<file path="src/hdl/asf_ram.sv">
// generic synchronous ram, one write port, registered read ports
module asf_ram #(
    parameter int WIDTH    = 24,
    parameter int DEPTH    = 128,
    parameter int RD_PORTS = 1,
    localparam int AW      = $clog2(DEPTH)
) (
    input  logic             i_clk,
    input  logic             i_we,
    input  logic [AW-1:0]    i_waddr,
    input  logic [WIDTH-1:0] i_wdata,
    input  logic [AW-1:0]    i_raddr [RD_PORTS],
    output logic [WIDTH-1:0] o_rdata [RD_PORTS]
);

    logic [WIDTH-1:0] r_mem [DEPTH];

    always_ff @(posedge i_clk) begin
        if (i_we) begin
            r_mem[i_waddr] <= i_wdata;
        end
        for (int p = 0; p < RD_PORTS; p++) begin
            o_rdata[p] <= r_mem[i_raddr[p]];
        end
    end

endmodule

</file>
<file path="config.mk">
export PLATFORM = sky130hd
export DESIGN_NAME = asf_ram
export DESIGN_NICKNAME = d
export VERILOG_FILES = /design/src/hdl/asf_ram.sv
export SDC_FILE = /design/constraint.sdc
export NUM_CORES = 2
export LEC_CHECK = 0
export BUFFER_PORTS_ARGS = -buffer_cell sky130_fd_sc_hd__buf_2
export CELL_PAD_IN_SITES_DETAIL_PLACEMENT = 0
export CELL_PAD_IN_SITES_GLOBAL_PLACEMENT = 1
export CORE_MARGIN = 3
export CORE_UTILIZATION = 54
export CTS_BUF_LIST = sky130_fd_sc_hd__clkbuf_8
export CTS_CLUSTER_SIZE = 12
export DETAILED_ROUTE_END_ITERATION = 10
export GPL_TIMING_DRIVEN = 0
export PLACE_DENSITY_LB_ADDON = 0.15
export SLEW_MARGIN = 20
export SYNTH_ARGS = -nofsm -noshare
export SYNTH_HDL_FRONTEND = slang
export SYNTH_SLANG_ARGS = --single-unit
</file>
<file path="constraint.sdc">
create_clock -name i_clk -period 3.3 [get_ports i_clk]
set_input_delay 0.495 -clock i_clk [delete_from_list [all_inputs] [get_ports i_clk]]
set_output_delay 0.495 -clock i_clk [all_outputs]
set_load 0.005 [all_outputs]
</file>
==> impl_metrics.py <==
metrics = {
    "drt": {
        "drt_iter0_markers": 6996,
        "ant_nets": 0,
        "drcViolationCount": 0,
        "num_vias": 54440,
        "via_per_inst": 6.394,
        "dr.pass1.iters": 6,
        "drt-total-wl_um": 297500,
        "post_drt_wl_per_cell_um": 34.95,
    },
    "power_and_ir_drop": {
        "pwr-share-comb_pct": 5.8,
        "vdd_drop_max_uv": 499.3,
        "power.density_mw_per_mm2": 566.4,
        "clkPwrFrac_pct": 37.3,
        "switchingPower_uw": 17080,
        "switching_share_pct": 22.34,
        "p_int_uw": 59350,
        "p_seq_share_pct": 56.9,
        "p_leak_uw": 0.04215,
    },
    "final_layout": {
        "area.growth.synth_to_final_pct": 14.95,
        "fin_nets": 5331,
        "drive_gt1_share_pct": 36.48,
        "fin_area_mm2": 0.1349,
        "final_util_pct": 62.62,
    },
    "synthesis": {
        "synth_seq_area_share_pct": 79.00,
        "synth_area_leaders": "edfxtp_1 79%, mux4_2 19%, clkbuf_1 0.48%",
        "synth_cell_type_count": 16,
        "synth-warning-count": 0,
        "syn_inst": 4538,
        "yosysTopAreaCell": "edfxtp_1",
        "async_reset_ff_share_pct": 0,
        "syn_nets": 4578,
        "synthTopCellsByCount": "3,072 x edfxtp_1, 1,008 x mux4_2, 151 x clkbuf_1",
        "syn_area_mm2": 0.1174,
        "synth.avg_cell_area_um2": 25.87,
        "yosys.cell_count.top_type": "edfxtp_1",
        "synth.top_cell.area_share_pct": 78.59,
        "synth-edff-count": 3072,
        "synth.ff_latch_count": 3096,
        "synth-main-ff-cell": "edfxtp_1",
    },
    "global_route": {
        "overflow": 0,
        "grt.total_usage_pct": 27.17,
        "grt_pass1_wl_um": 421300,
        "first_global_vias": 55098,
        "grt_antenna_before_repair": 37,
        "grt_max_degree": 84,
    },
    "cts": {
        "cts_tree": "built",
        "h-tree-depth": 5,
        "clk_pin_slew_worst_paths_ps": 60,
        "clockRootBuffer": "clkbuf_8",
        "cts_buffers": 494,
        "cts_max_path_buffers": 4,
        "clock_sinks": 3096,
        "clk_latency_ps": 1110,
    },
    "flow_run": {
        "max_cap_viol_count": 0,
    },
    "worst_setup_path": {
        "r2r_slack_ps": 680,
        "cp-end-kind": "register",
        "worstPathCellList": "clkbuf_2 -> clkbuf_2 -> buf_12 -> clkbuf_1 -> mux4_2 -> mux4_2 -> mux4_2 -> mux2_2",
        "path_class": "in -> reg",
        "worstPathRequired_ps": 4280,
        "r2r-start": "r_mem[101][14]$_DFFE_PP_",
        "crit_path_start_kind": "input port",
        "r2r_end": "o_rdata[14]$_DFF_P_",
        "worst_path_most_repeated_cell": "mux4_2",
        "cp_max_fo": 16,
        "r2r_cells": 4,
        "critPathArrivalTime_ps": 4370,
        "slowest_delay_ps": 660,
        "slowest_stage": "mux4_2",
    },
    "timing": {
        "max_freq_ghz": 0.2945,
        "hold_violations": 0,
        "worst_pin_slew_ps": 1253,
        "finalSetupTns_ps": -460.8,
        "fin_ws_ps": -95.96,
        "rsz0062_at_grt": "false",
        "fin_crit_sh_pct": 102.9,
        "period_needed_ps": 3396,
        "drv_slew": 0,
        "finClkSkew_ps": 83.81,
        "worst_slew_margin_rel_pct": 16.22,
        "setup_violations": 16,
    },
    "place": {
        "place.gp.congestion": 0.9162,
        "placed_area_mm2": 0.1262,
        "hpwl_um": 199700,
        "post-place-ws_ps": -1949,
        "io_buffers": 52,
    },
    "run_status": {
        "violations": "negative setup slack",
        "run_status": "finished with violations",
    },
    "min_path": {
        "hp-class": "in -> reg",
        "hold_depth": 3,
        "hold_start": "i_waddr[2]",
        "min_to": "r_mem[102][3]$_DFFE_PP_",
    },
    "floorplanning": {
        "start_util_pct": 54.48,
        "io_pins": 64,
        "core_area_mm2": 0.2155,
        "die_w_um": 472.2,
        "num_rows": 170,
        "die_area_mm2": 0.2230,
        "die_y_um": 472.2,
    },
}
flip-flops by register name, summed over array words and instances (netlist names):
register,flops
o_rdata,24
r_mem,3072
power groups by stage:
stage,combinational (µW),sequential (µW),clock [µW]
3_3_place_gp,4140,44400,0
2_1_floorplan,2100,44300,0
3_5_place_dp,4430,44300,0
6_report,4460,43500,28500
5_1_grt,4660,43500,30800
4_1_cts,4460,43500,29100
worst max-delay path: cells and delay by family:
kind | cells | cell delay, ps
buffers and inverters | 4 | 1770
muxes | 4 | 2020
logic make-up (layout without fill, tap and decap cells):
family / after synthesis / after routing / share of synthesized area [%]
other: 0 / 32 / 0
DFF: 3096 / 3096 / 79.00
muxes: 1032 / 1032 / 19.57
and+or+nand+nor: 170 / 170 / 0.5937
buffers and inverters: 240 / 1346 / 0.8378
worst max-delay path by stage:
stage | start | to | slack [ps] | depth (start not counted)
after floorplan | i_we | r_mem[98][0]$_DFFE_PP_ | 130 | 3
final | i_raddr[2] | o_rdata[14]$_DFF_P_ | -100 | 8
after CTS | i_raddr[0] | o_rdata[14]$_DFF_P_ | 2 | 7
after global routing | i_raddr[2] | o_rdata[9]$_DFF_P_ | 3 | 7
after detailed placement | i_raddr[2] | o_rdata[20]$_DFF_P_ | -1950 | 7
after global placement | i_waddr[3] | r_mem[102][13]$_DFFE_PP_ | -2880 | 4
through the flow:
stage	power, µW	cells	hold slack [ps]
after floorplan	46410	4538	593.9
after global placement	48510	7428	879.9
after detailed placement	48730	7607	874.8
after CTS	77010	8481	2.454
after global routing	78980	8503	60.45
final	76430	8514	120.8
area by class of cell:
type	instances	area, µm²
clock buffer	501	6895
antenna	32	80.08
multi-input combinational	1202	24610
timing repair buffer	258	4509
tap	2838	3551
buffer	239	1084
sequential	3096	92730
fill	14402	80540
clock inverter	348	1476
layout by cell type (no fill, tap or decap):
master	n
mux2_2	24
nand2b_1	2
clkbuf_4	4
dfxtp_1	24
clkbuf_8	501
clkinv_1	117
nor3_2	9
nand3_1	12
or3_1	1
clkbuf_2	54
nor2_1	3
buf_6	19
buf_16	86
edfxtp_1	3072
buf_2	84
diode_2	32
inv_1	187
bufinv_16	4
nor2b_1	7
nor2_4	119
mux4_2	1008
dlygate4sd3_1	26
buf_12	63
nand4_1	3
buf_4	44
clkinv_2	34
nand2_1	14
clkbuf_1	99
clkinvlp_4	6
buf_1	18
timing repair:
| item | 4_1_cts | 5_1_grt |
|---|---|---|
| endpoints found under the setup margin | 24 | 9 |
| endpoints found under the hold margin | 1402 | 0 |
| resized for setup | 18 | 16 |
| hold buffers | 26 | 0 |
| setup buffers | 0 | 0 |
layer usage:
metal,track usage (%),up-vias,wire length (µm)
li1,-,21586,-
met1,39.78,29784,120000
met2,40.94,2654,140700
met3,7.252,408,29390
met4,8.023,8,7364
met5,0,-,47
Note: power is estimated with default switching activity, not from simulation.
